===== config.mk =====
export PLATFORM = sky130hd
export DESIGN_NAME = madaline_mri_training_step_top
export DESIGN_NICKNAME = d
export VERILOG_FILES = /design/src/rtl/core/mad_mri_pkg.sv /design/src/rtl/core/madaline_mri_training_step_top.sv
export SDC_FILE = /design/constraint.sdc
export NUM_CORES = 2
export LEC_CHECK = 0
export BUFFER_PORTS_ARGS = -buffer_cell sky130_fd_sc_hd__buf_2
export CORE_ASPECT_RATIO = 1.1
export CORE_MARGIN = 2
export CORE_UTILIZATION = 45
export CTS_CLUSTER_DIAMETER = 30
export DETAILED_ROUTE_END_ITERATION = 10
export PLACE_DENSITY = 0.68
export SYNTH_ARGS = -nofsm -noshare
export SYNTH_HDL_FRONTEND = slang
export SYNTH_SLANG_ARGS = --single-unit

===== constraint.sdc =====
create_clock -name clk -period 19.2 [get_ports clk]
set_input_delay 1.92 -clock clk [delete_from_list [all_inputs] [get_ports clk]]
set_output_delay 1.92 -clock clk [all_outputs]
set_load 0.005 [all_outputs]

===== src/rtl/core/mad_mri_pkg.sv =====
// Shared constants and helpers for the Madaline MRI training step block.
package mad_mri_pkg;

  // Default storage width of hidden weights and biases
  localparam int WEIGHT_WIDTH_DEF = 16;

  // Fixed-point format and port widths
  localparam int FRAC_BITS = 12;
  localparam int ONE_Q     = 4096;
  localparam int BIP_W     = 2;
  localparam int LR_W      = 15;
  localparam int CFG_W     = 16;
  localparam int CFG_IDX_W = 2;
  localparam int FIELD_W   = 16;

  // Bipolar output codes
  localparam logic [BIP_W-1:0] BIP_POS = 2'b01;
  localparam logic [BIP_W-1:0] BIP_NEG = 2'b11;

  // Configuration register indexes
  localparam logic [CFG_IDX_W-1:0] CFG_LEARN_RATE = 2'd0;
  localparam logic [CFG_IDX_W-1:0] CFG_OUT_W1     = 2'd1;
  localparam logic [CFG_IDX_W-1:0] CFG_OUT_W2     = 2'd2;
  localparam logic [CFG_IDX_W-1:0] CFG_OUT_BIAS   = 2'd3;

  // Reset values, Q4.12
  localparam int W11_INIT      = 205;
  localparam int W12_INIT      = 410;
  localparam int W21_INIT      = 819;
  localparam int W22_INIT      = 819;
  localparam int B1_INIT       = 1229;
  localparam int B2_INIT       = 614;
  localparam int LR_INIT       = 2048;
  localparam int OUT_W1_INIT   = 2048;
  localparam int OUT_W2_INIT   = 2048;
  localparam int OUT_BIAS_INIT = 2048;

  // Clamp an elaboration-time value to a signed range of the given width
  function automatic longint sat_init(input longint v, input int ww);
    longint hi;
    longint lo;
    hi = (longint'(1) <<< (ww - 1)) - 1;
    lo = -hi - 1;
    if (v > hi) begin
      return hi;
    end
    if (v < lo) begin
      return lo;
    end
    return v;
  endfunction

endpackage


===== src/rtl/core/madaline_mri_training_step_top.sv =====
// Top level of the 2-2-1 Madaline MRI training step block.
//
// One bipolar training word (x1, x2, target) enters per cycle while in_stall is
// low; it is held in an input register, and the logic after it forms both hidden
// nets, the network output, the MRI update decision and the saturated weight
// update, writing the result register and the hidden weights at the same edge.
// Throughput is one word per clock while out_stall is low; a word reaches
// out_valid through the input register, then the result register. The cycle is
// set by the feedback path from the weight registers through the nets, the
// learn-rate multiply and the saturating add back into the weights.
// Output weight fields show the low 16 bits of each stored weight, sign
// extended when WEIGHT_WIDTH is below 16. Configuration writes take effect at
// once and are meant for idle periods.
module madaline_mri_training_step_top #(
  parameter int WEIGHT_WIDTH = mad_mri_pkg::WEIGHT_WIDTH_DEF
) (
  input  logic                                   clk,
  input  logic                                   rst_n,
  // input channel
  input  logic                                   in_valid,
  output logic                                   in_stall,
  input  logic signed [mad_mri_pkg::BIP_W-1:0]   in_sample_x1,
  input  logic signed [mad_mri_pkg::BIP_W-1:0]   in_sample_x2,
  input  logic signed [mad_mri_pkg::BIP_W-1:0]   in_target_class,
  // result channel
  output logic                                   out_valid,
  input  logic                                   out_stall,
  output logic signed [mad_mri_pkg::BIP_W-1:0]   out_predicted,
  output logic signed [mad_mri_pkg::BIP_W-1:0]   out_hidden_sign_one,
  output logic signed [mad_mri_pkg::BIP_W-1:0]   out_hidden_sign_two,
  output logic        [mad_mri_pkg::BIP_W-1:0]   out_updated_mask,
  output logic signed [mad_mri_pkg::FIELD_W-1:0] out_new_w11,
  output logic signed [mad_mri_pkg::FIELD_W-1:0] out_new_w12,
  output logic signed [mad_mri_pkg::FIELD_W-1:0] out_new_w21,
  output logic signed [mad_mri_pkg::FIELD_W-1:0] out_new_w22,
  output logic signed [mad_mri_pkg::FIELD_W-1:0] out_new_b1,
  output logic signed [mad_mri_pkg::FIELD_W-1:0] out_new_b2,
  // configuration port
  input  logic                                   cfg_wr_en,
  input  logic        [mad_mri_pkg::CFG_IDX_W-1:0] cfg_index,
  input  logic        [mad_mri_pkg::CFG_W-1:0]   cfg_wdata
);

  localparam int WW   = WEIGHT_WIDTH;
  localparam int FW   = mad_mri_pkg::FIELD_W;
  localparam int NW   = WW + 2;                    // hidden net width
  localparam int DW   = ((NW > 14) ? NW : 14) + 1; // target minus net
  localparam int PW   = DW + mad_mri_pkg::LR_W + 1; // learn-rate product
  localparam int DPW  = PW + 1 - mad_mri_pkg::FRAC_BITS; // rounded step
  localparam int SW   = ((DPW > WW) ? DPW : WW) + 2; // update sum
  localparam int YW   = mad_mri_pkg::CFG_W + 2;     // output net width

  localparam logic signed [WW-1:0] W11_RST =
    WW'(mad_mri_pkg::sat_init(mad_mri_pkg::W11_INIT, WW));
  localparam logic signed [WW-1:0] W12_RST =
    WW'(mad_mri_pkg::sat_init(mad_mri_pkg::W12_INIT, WW));
  localparam logic signed [WW-1:0] W21_RST =
    WW'(mad_mri_pkg::sat_init(mad_mri_pkg::W21_INIT, WW));
  localparam logic signed [WW-1:0] W22_RST =
    WW'(mad_mri_pkg::sat_init(mad_mri_pkg::W22_INIT, WW));
  localparam logic signed [WW-1:0] B1_RST =
    WW'(mad_mri_pkg::sat_init(mad_mri_pkg::B1_INIT, WW));
  localparam logic signed [WW-1:0] B2_RST =
    WW'(mad_mri_pkg::sat_init(mad_mri_pkg::B2_INIT, WW));

  localparam logic signed [SW-1:0] W_MAX = SW'((longint'(1) <<< (WW - 1)) - 1);
  localparam logic signed [SW-1:0] W_MIN = SW'(-(longint'(1) <<< (WW - 1)));
  localparam logic signed [DW-1:0] ONE_Q_D = DW'(mad_mri_pkg::ONE_Q);
  localparam logic signed [PW:0]   HALF_Q  = (PW + 1)'(mad_mri_pkg::ONE_Q / 2);

  // Add a signed step, optionally negated, and clamp to the weight range
  function automatic logic signed [WW-1:0] sat_upd(
    input logic signed [WW-1:0]  w,
    input logic signed [DPW-1:0] d,
    input logic                  neg
  );
    logic signed [SW-1:0] dx;
    logic signed [SW-1:0] sum;
    dx  = neg ? -SW'(d) : SW'(d);
    sum = SW'(w) + dx;
    if (sum > W_MAX) begin
      return W_MAX[WW-1:0];
    end
    if (sum < W_MIN) begin
      return W_MIN[WW-1:0];
    end
    return sum[WW-1:0];
  endfunction

  // Low 16 bits of a stored weight, sign extended when narrower
  function automatic logic signed [FW-1:0] to_field(input logic signed [WW-1:0] w);
    logic signed [WW+FW-1:0] ext;
    ext = (WW + FW)'(w);
    return ext[FW-1:0];
  endfunction

  // Configuration registers
  logic        [mad_mri_pkg::LR_W-1:0]  learn_rate_r;
  logic signed [mad_mri_pkg::CFG_W-1:0] out_w1_r;
  logic signed [mad_mri_pkg::CFG_W-1:0] out_w2_r;
  logic signed [mad_mri_pkg::CFG_W-1:0] out_bias_r;

  // Hidden weights and biases
  logic signed [WW-1:0] w11_r, w12_r, w21_r, w22_r, b1_r, b2_r;
  logic signed [WW-1:0] w11_nxt, w12_nxt, w21_nxt, w22_nxt, b1_nxt, b2_nxt;

  // Input register
  logic s1_valid_r;
  logic s1_x1_neg_r, s1_x2_neg_r, s1_t_neg_r;

  // Result register
  logic                                 out_valid_r;
  logic [mad_mri_pkg::BIP_W-1:0]        pred_r, hs1_r, hs2_r, mask_r;
  logic signed [FW-1:0]                 nw11_r, nw12_r, nw21_r, nw22_r, nb1_r, nb2_r;

  logic advance;

  // Datapath between the input and result registers
  logic signed [NW-1:0]  net1, net2;
  logic                  z1_neg, z2_neg, y_neg;
  logic signed [YW-1:0]  ynet;
  logic        [NW-1:0]  abs1, abs2;
  logic [1:0]            mask;
  logic signed [DW-1:0]  t_q, diff1, diff2;
  logic signed [PW-1:0]  prod1, prod2;
  logic signed [PW:0]    rnd1, rnd2;
  logic signed [DPW-1:0] d1, d2;

  // Stall only when the input register is full and cannot move on
  assign advance  = s1_valid_r & (~out_valid_r | ~out_stall);
  assign in_stall = s1_valid_r & out_valid_r & out_stall;

  always_comb begin
    // hidden nets, bipolar inputs turn products into add or subtract
    net1 = NW'(b1_r) + (s1_x1_neg_r ? -NW'(w11_r) : NW'(w11_r))
                     + (s1_x2_neg_r ? -NW'(w21_r) : NW'(w21_r));
    net2 = NW'(b2_r) + (s1_x1_neg_r ? -NW'(w12_r) : NW'(w12_r))
                     + (s1_x2_neg_r ? -NW'(w22_r) : NW'(w22_r));
    z1_neg = net1[NW-1];
    z2_neg = net2[NW-1];

    // output unit with fixed weights
    ynet = YW'(out_bias_r) + (z1_neg ? -YW'(out_w1_r) : YW'(out_w1_r))
                           + (z2_neg ? -YW'(out_w2_r) : YW'(out_w2_r));
    y_neg = ynet[YW-1];

    // MRI unit selection on a miss
    abs1 = z1_neg ? NW'(-net1) : NW'(net1);
    abs2 = z2_neg ? NW'(-net2) : NW'(net2);
    mask = 2'b00;
    if (y_neg != s1_t_neg_r) begin
      if (s1_t_neg_r) begin
        mask[0] = ~z1_neg & (net1 != '0);
        mask[1] = ~z2_neg & (net2 != '0);
      end else begin
        mask[0] = (abs1 <= abs2);
        mask[1] = (abs1 >= abs2);
      end
    end

    // step = learn_rate * (t - net), rounded to Q.12, ties up
    t_q   = s1_t_neg_r ? -ONE_Q_D : ONE_Q_D;
    diff1 = t_q - DW'(net1);
    diff2 = t_q - DW'(net2);
    prod1 = PW'($signed({1'b0, learn_rate_r}) * diff1);
    prod2 = PW'($signed({1'b0, learn_rate_r}) * diff2);
    rnd1  = (PW + 1)'(prod1) + HALF_Q;
    rnd2  = (PW + 1)'(prod2) + HALF_Q;
    d1    = rnd1[PW:mad_mri_pkg::FRAC_BITS];
    d2    = rnd2[PW:mad_mri_pkg::FRAC_BITS];

    // saturating updates
    w11_nxt = mask[0] ? sat_upd(w11_r, d1, s1_x1_neg_r) : w11_r;
    w21_nxt = mask[0] ? sat_upd(w21_r, d1, s1_x2_neg_r) : w21_r;
    b1_nxt  = mask[0] ? sat_upd(b1_r, d1, 1'b0)         : b1_r;
    w12_nxt = mask[1] ? sat_upd(w12_r, d2, s1_x1_neg_r) : w12_r;
    w22_nxt = mask[1] ? sat_upd(w22_r, d2, s1_x2_neg_r) : w22_r;
    b2_nxt  = mask[1] ? sat_upd(b2_r, d2, 1'b0)         : b2_r;
  end

  // Configuration writes
  always_ff @(posedge clk) begin
    if (!rst_n) begin
      learn_rate_r <= mad_mri_pkg::LR_W'(mad_mri_pkg::LR_INIT);
      out_w1_r     <= mad_mri_pkg::CFG_W'(mad_mri_pkg::OUT_W1_INIT);
      out_w2_r     <= mad_mri_pkg::CFG_W'(mad_mri_pkg::OUT_W2_INIT);
      out_bias_r   <= mad_mri_pkg::CFG_W'(mad_mri_pkg::OUT_BIAS_INIT);
    end else if (cfg_wr_en) begin
      unique case (cfg_index)
        mad_mri_pkg::CFG_LEARN_RATE: learn_rate_r <= cfg_wdata[mad_mri_pkg::LR_W-1:0];
        mad_mri_pkg::CFG_OUT_W1:     out_w1_r     <= cfg_wdata;
        mad_mri_pkg::CFG_OUT_W2:     out_w2_r     <= cfg_wdata;
        mad_mri_pkg::CFG_OUT_BIAS:   out_bias_r   <= cfg_wdata;
        default: ;
      endcase
    end
  end

  // Hidden weights: advance with each processed word
  always_ff @(posedge clk) begin
    if (!rst_n) begin
      w11_r <= W11_RST;
      w12_r <= W12_RST;
      w21_r <= W21_RST;
      w22_r <= W22_RST;
      b1_r  <= B1_RST;
      b2_r  <= B2_RST;
    end else if (advance) begin
      w11_r <= w11_nxt;
      w12_r <= w12_nxt;
      w21_r <= w21_nxt;
      w22_r <= w22_nxt;
      b1_r  <= b1_nxt;
      b2_r  <= b2_nxt;
    end
  end

  // Input register: load on accept, drop when moved on
  always_ff @(posedge clk) begin
    if (!rst_n) begin
      s1_valid_r <= 1'b0;
    end else if (in_valid && !in_stall) begin
      s1_valid_r <= 1'b1;
    end else if (advance) begin
      s1_valid_r <= 1'b0;
    end
  end

  always_ff @(posedge clk) begin
    if (in_valid && !in_stall) begin
      s1_x1_neg_r <= in_sample_x1[1];
      s1_x2_neg_r <= in_sample_x2[1];
      s1_t_neg_r  <= in_target_class[1];
    end
  end

  // Result register: load on advance, hold while stalled
  always_ff @(posedge clk) begin
    if (!rst_n) begin
      out_valid_r <= 1'b0;
    end else if (advance) begin
      out_valid_r <= 1'b1;
    end else if (!out_stall) begin
      out_valid_r <= 1'b0;
    end
  end

  always_ff @(posedge clk) begin
    if (advance) begin
      pred_r <= y_neg  ? mad_mri_pkg::BIP_NEG : mad_mri_pkg::BIP_POS;
      hs1_r  <= z1_neg ? mad_mri_pkg::BIP_NEG : mad_mri_pkg::BIP_POS;
      hs2_r  <= z2_neg ? mad_mri_pkg::BIP_NEG : mad_mri_pkg::BIP_POS;
      mask_r <= mask;
      nw11_r <= to_field(w11_nxt);
      nw12_r <= to_field(w12_nxt);
      nw21_r <= to_field(w21_nxt);
      nw22_r <= to_field(w22_nxt);
      nb1_r  <= to_field(b1_nxt);
      nb2_r  <= to_field(b2_nxt);
    end
  end

  assign out_valid           = out_valid_r;
  assign out_predicted       = pred_r;
  assign out_hidden_sign_one = hs1_r;
  assign out_hidden_sign_two = hs2_r;
  assign out_updated_mask    = mask_r;
  assign out_new_w11         = nw11_r;
  assign out_new_w12         = nw12_r;
  assign out_new_w21         = nw21_r;
  assign out_new_w22         = nw22_r;
  assign out_new_b1          = nb1_r;
  assign out_new_b2          = nb2_r;

endmodule


* Word-level counts from Yosys, hierarchy flattened *
Index checks and enable logic that the tools add are counted.

operators by class
  muxes and demuxes = 70
  reductions and logical operators = 10
  $lt $le $gt $ge = 14
  multiply operators = 2
  add/sub/neg operators = 26
  bitwise operators = 10
  equal/unequal tests = 5

operators with widths
  operator                count
  $mux 16                 30
  $mux 18                 8
  $neg 16->18             6
  $add 16x26->26          4
  $gt 26x16->1 const B    4
  $lt 26x16->1 const B    4
  $mux 26                 4
  $add 35x13->36 const B  2
  $mul 16x19->35          2
  $add 16x18->18          3
  $add 18x18->18          3
  $neg 24->26             2
  $add 16x24->25          2
  $gt 25x16->1 const B    2
  $lt 25x16->1 const B    2
  $sub 19x18->19          2
  $neg 18->18             2
  $reduce_bool 18->1      2
  $mux 1                  22
  $mux 19                 1
  $ge 18x18->1            1
  $le 18x18->1            1
  $mux 2                  5
  $reduce_and 2->1        4
  11 further kinds        19

storage, ports and cells
  bits in registers = 268

* Logic depth before layout (Yosys ltp) *
  depth in word-level cells = 16
  depth in mapped cells = 64

* Worst setup path before layout *
OpenSTA, ideal clock, no wires.

  path type = flip-flop to flip-flop
  start = register s1_x2_neg_r
  end = register nw12_r[10] (netlist: out_new_w12[10]), data pin
  arrival time = 15.312 ns
  slack = 3.743 ns
  library setup time = 0.146 ns
  cell stages (with the launch flop) = 57
  clock period less this slack = 15.457 ns
  cells stage by stage = edfxtp_1 > clkbuf_1 > clkbuf_1 > clkbuf_1 > mux2i_1 > fa_1 > inv_1 > ha_1 > fa_1 > xor2_1 > or3b_2 > or4_1 > nor4_1 > nor3b_1 > nand2b_1 > nand2_1 > o211ai_1 > xor2_1 > [21 not listed] > nor4_1 > nand2b_1 > nand2_1 > xnor2_1 > ha_1 > inv_1 > nor2_1 > nor2_1 > nor2_1 > a211oi_1 > a31oi_1 > or4b_2 > nand3_1 > nor4_1 > nor4b_1 > nor3_1 > buf_2 > a21oi_1

on the way
  longest elaborated chain between the ends = 14

RTL lines
  what                    line                                   RTL
  start, declared         madaline_mri_training_step_top.sv:109  logic s1_x1_neg_r, s1_x2_neg_r, s1_t_neg_r;
  start signal, assigned  madaline_mri_training_step_top.sv:232  s1_x2_neg_r <= in_sample_x2[1];
  $mux 18                 madaline_mri_training_step_top.sv:138  + (s1_x2_neg_r ? -NW'(w22_r) : NW'(w22_r));
  $add 18x18->18          madaline_mri_training_step_top.sv:138
  $sub 19x18->19          madaline_mri_training_step_top.sv:164  diff2 = t_q - DW'(net2);
  $mul 16x19->35          madaline_mri_training_step_top.sv:166  prod2 = PW'($signed({1'b0, learn_rate_r}) * diff2);
  $add 35x13->36          madaline_mri_training_step_top.sv:168  rnd2 = (PW + 1)'(prod2) + HALF_Q;
  $neg 24->26             -
  $mux 26                 madaline_mri_training_step_top.sv:79   dx = neg ? -SW'(d) : SW'(d);
  $add 16x26->26          madaline_mri_training_step_top.sv:80   sum = SW'(w) + dx;
  $lt 26x16->1            madaline_mri_training_step_top.sv:84   if (sum < W_MIN) begin
  $mux 1 (2 in series)    madaline_mri_training_step_top.sv:84
  $mux 16                 madaline_mri_training_step_top.sv:87   return sum[WW-1:0];
  $mux 16                 madaline_mri_training_step_top.sv:84
  $mux 16 (*)             madaline_mri_training_step_top.sv:176  w12_nxt = mask[1] ? sat_upd(w12_r, d2, s1_x1_neg_r) : w12_r;
  net w12_nxt[10]         madaline_mri_training_step_top.sv:105  logic signed [WW-1:0] w11_nxt, w12_nxt, w21_nxt, w22_nxt, b1_nxt, b2_nxt;
  end signal, assigned    madaline_mri_training_step_top.sv:255  nw12_r <= to_field(w12_nxt);
  end, declared           madaline_mri_training_step_top.sv:114  logic signed [FW-1:0] nw11_r, nw12_r, nw21_r, nw22_r, nb1_r, nb2_r;

Mark *: on every way through the listed nets, which the timed path passes. The rest lies on a longest branch. The select of a mux whose other input is x is not followed.
A chain may end at the register's enable or synchronous reset.

* Worst setup path after layout *
  start = register s1_x1_neg_r
  end = register nw12_r[1] (netlist: out_new_w12[1]), data pin

on the way
  longest elaborated chain between the ends = 15

RTL lines
  what                    line                                   RTL
  start, declared         madaline_mri_training_step_top.sv:109
  start signal, assigned  madaline_mri_training_step_top.sv:231  s1_x1_neg_r <= in_sample_x1[1];
  $mux 18                 madaline_mri_training_step_top.sv:137  net2 = NW'(b2_r) + (s1_x1_neg_r ? -NW'(w12_r) : NW'(w12_r))
  $add 16x18->18          madaline_mri_training_step_top.sv:137
  $add 18x18->18          madaline_mri_training_step_top.sv:138
  $sub 19x18->19          madaline_mri_training_step_top.sv:164
  $mul 16x19->35          madaline_mri_training_step_top.sv:166
  $add 35x13->36          madaline_mri_training_step_top.sv:168
  $neg 24->26             -
  $mux 26                 madaline_mri_training_step_top.sv:79
  $add 16x26->26          madaline_mri_training_step_top.sv:80
  $lt 26x16->1            madaline_mri_training_step_top.sv:84
  $mux 1 (2 in series)    madaline_mri_training_step_top.sv:84
  $mux 16                 madaline_mri_training_step_top.sv:87
  $mux 16                 madaline_mri_training_step_top.sv:84
  $mux 16 (*)             madaline_mri_training_step_top.sv:176
  net w12_nxt[1]          madaline_mri_training_step_top.sv:105

Marked as above.

==> summary.md <==
| Metric | Value |
|---|---|
| CTS Hold Bufs | `0` |
| Critical path arrival | `17.71 ns` |
| Design area | `0.0553 mm^2` |
| First-pass GRT wire length | `229000 um` |
| GRT met3 Usage | `3.91%` |
| Routed len/inst | `18.3 um` |
| Vias in the first global route | `43.1k` |
| Vias | `43.3k` |
| Initial Util | `45.4%` |
| Final ANT Viol Nets | `0` |
| Mapped Avg Cell Area | `8.20 um^2` |
| Worst-Margin Slew | `1.34 ns` |
| Final Routed Wirelength | `141000 um` |
| GRT met2 Usage | `41.3%` |
| CTS sink cnt | `265` |
| Site Rows | `128` |
| Post-CTS Resized | `0` |
| Critical path capture point type | `flop` |
| Sequential area share after synthesis | `12.6%` |
| Die H | `355 um` |
| Reg-to-reg startpoint | `s1_x1_neg_r` |
| Root Driver | `clkbuf_16` |
| Synth async-reset ratio | `0%` |
| Ratio of cells with drive above 1 in the final layout | `6.94%` |
| HP Start | `out_bias_r[1]` |
| CP Class | `flop to flop` |
| Nets | `7255` |
| Delay of the slowest cell on the worst path | `0.74 ns` |
| CORE AREA | `0.111 mm^2` |
| Ys Warns | `0` |
| Hold Crit Class | `flop to flop` |
| Cts bufs inserted | `74` |
| Relative slew slack | `10.6%` |
| Die Wd | `323 um` |
| Outcome | `completed` |
| Place WS | `2.03 ns` |
| Main synth FF type | `dfxtp_1` |
| Gp weighted congestion | `0.954` |
| Pins over their slew limit | `0` |
| GR Util met1 | `33.5%` |
| Post-Synthesis Cell Area | `0.0503 mm^2` |
| Crit Path Max Fanout | `80` |
| Peak Freq | `57.9 MHz` |
| Iteration count of the initial detailed-routing pass | `6` |
| CP Launch Point | `s1_x1_neg_r` |
| Most frequent cells in the layout | `inv_1, nand2_1, fa_1` |
| DPL Wire Length | `112000 um` |
| Synth-to-layout area growth | `10.1%` |
| CTS tree | `built` |
| Gate Count Post-Synth | `6131` |
| Die area | `0.114 mm^2` |
| RSZ-0062 raised after global routing | `no` |
| GRT Total Usage | `25.0%` |
| Max-Cap Viols | `0` |
| Final setup fails | `0` |
| CP required | `19.63 ns` |
| Number of port buffers | `128` |
| Crit path launch type | `flop` |
| Most Frequent Cell on Critical Path | `fa_1` |
| Total number of H-tree levels | `3` |
| Postcts setup bufs | `0` |
| Worst-Skew Late Latency | `0.68 ns` |
| Post-DR vias/cell | `5.61` |
| Synthesized flop and latch total | `265` |
| TNS Setup | `0 ns` |
| Largest net degree at the start of global routing | `81` |
| Hold Vio Cnt, Final | `0` |
| DP Area | `0.0526 mm^2` |
| Final worst setup slack | `1.92 ns` |
| Clock skew | `0.0398 ns` |
| Post-synth EDFFs | `104` |
| Num ports | `135` |
| Distinct cell type count after synthesis | `99` |
| Commonest non-fill, non-tap cell in the layout | `inv_1` |
| Initial antenna violation count | `7` |
| GR peak layer | `met2` |
| Shortest period the worst path allows | `17.28 ns` |
| Clock Pin Slew Worst Setup and Hold Paths | `0.05 ns` |
| DRT iter0 DRCs | `3272` |
| Clk buf depth | `3` |
| Final period utilization | `90.0%` |
| DR DRC count | `0` |
| Overflow after GRT | `0` |
| Slowest stage cell, crit path | `or4b_2` |
## Yosys cell counts (15+ instances only)
cell | instances | area (um^2)
a2111oi_0 | 15 | 131
a211oi_1 | 50 | 375
a21boi_0 | 15 | 113
a21o_1 | 122 | 916
a21oi_1 | 400 | 2000
a221oi_1 | 17 | 149
a31oi_1 | 62 | 388
and2_1 | 303 | 1900
and3_1 | 32 | 200
buf_2 | 16 | 80.1
clkbuf_1 | 227 | 852
dfxtp_1 | 161 | 3220
edfxtp_1 | 104 | 3120
fa_1 | 615 | 12300
ha_1 | 452 | 5660
inv_1 | 936 | 3510
nand2_1 | 732 | 2750
nand2b_1 | 50 | 313
nand3_1 | 80 | 400
nand4_1 | 45 | 282
nor2_1 | 312 | 1170
nor2b_1 | 30 | 188
nor3_1 | 83 | 415
nor4_1 | 27 | 169
o211ai_1 | 40 | 300
o21a_1 | 39 | 293
o21ai_0 | 254 | 1270
o21bai_1 | 23 | 173
o22ai_1 | 15 | 93.8
o31ai_1 | 33 | 248
o41ai_1 | 18 | 158
or2_2 | 24 | 150
or3_1 | 37 | 231
or4_1 | 18 | 135
xnor2_1 | 314 | 2750
xor2_1 | 142 | 1240
## metrics by stage
step | hold WS, ns | instances | utilization (%)
6_report | 0.451 | 7718 | 49.9
5_1_grt | 0.465 | 7716 | 49.9
4_1_cts | 0.452 | 7716 | 49.9
3_5_place_dp | 0.447 | 7578 | 47.4
3_3_place_gp | 0.442 | 7578 | 47.4
2_1_floorplan | 0.436 | 6133 | -
## critical path: cells and delay by family, from the launching register on
family,cells,cell delay [ns]
flip-flops,1,0.35
AND/OR/NAND/NOR,21,6.75
buffers and inverters,5,0.92
XOR/XNOR,3,0.68
multiplexers,2,0.74
AO/OA/AOI/OAI,8,2.48
adder cells (fa/ha/maj),11,5.04
## cell families (layout without fill, tap and decap cells)
family	count (synthesis)	after routing	synth area share, %
other cells	1	5	0.00746
compound gates	1277	1277	16.3
xor+xnor	461	461	8.16
flops	265	265	12.6
buf+inv	1202	1290	9.11
simple gates	1833	1833	17.5
fa+ha+maj	1073	1073	35.9
mux	19	19	0.403
## sequential cells by signal, indices dropped and copies added (netlist names), 2 cells and up
name,cells
out_w2_r,16
out_w1_r,16
out_new_w12,16
w22_r,16
learn_rate_r,15
w12_r,16
out_updated_mask,2
w11_r,16
b1_r,16
b2_r,16
out_new_w22,16
out_new_b1,16
w21_r,16
out_bias_r,16
out_new_b2,16
out_new_w21,16
out_new_w11,16
## worst paths after layout
| path | to | slack, ns | cells past startpoint |
|---|---|---|---|
| setup / recovery | out_new_w12[1] | 1.92 | 50 |
| hold / removal | out_bias_r[1] | 0.45 | 2 |
| setup reg to reg | out_new_w12[1] | 1.92 | 50 |
| hold reg to reg | out_bias_r[1] | 0.45 | 2 |
## layer usage
layer,up-vias,wire length [um]
li1,20400,-
met1,21200,61400
met2,1368,66100
met3,279,9570
met4,8,4250
met5,-,46
## area by class of cell
type / count / area (um^2)
fillers: 10600 / 55500
multi-input cells: 4666 / 39500
flip-flops and latches: 265 / 6350
inverters: 941 / 3530
clock buffers: 90 / 2000
well taps: 1495 / 1870
repair buffers: 211 / 1260
clock inverters: 48 / 773
diodes: 2 / 5.00
Power is not shown: default switching activity piles up to over one toggle a cycle in this logic, so the estimate is an artifact.
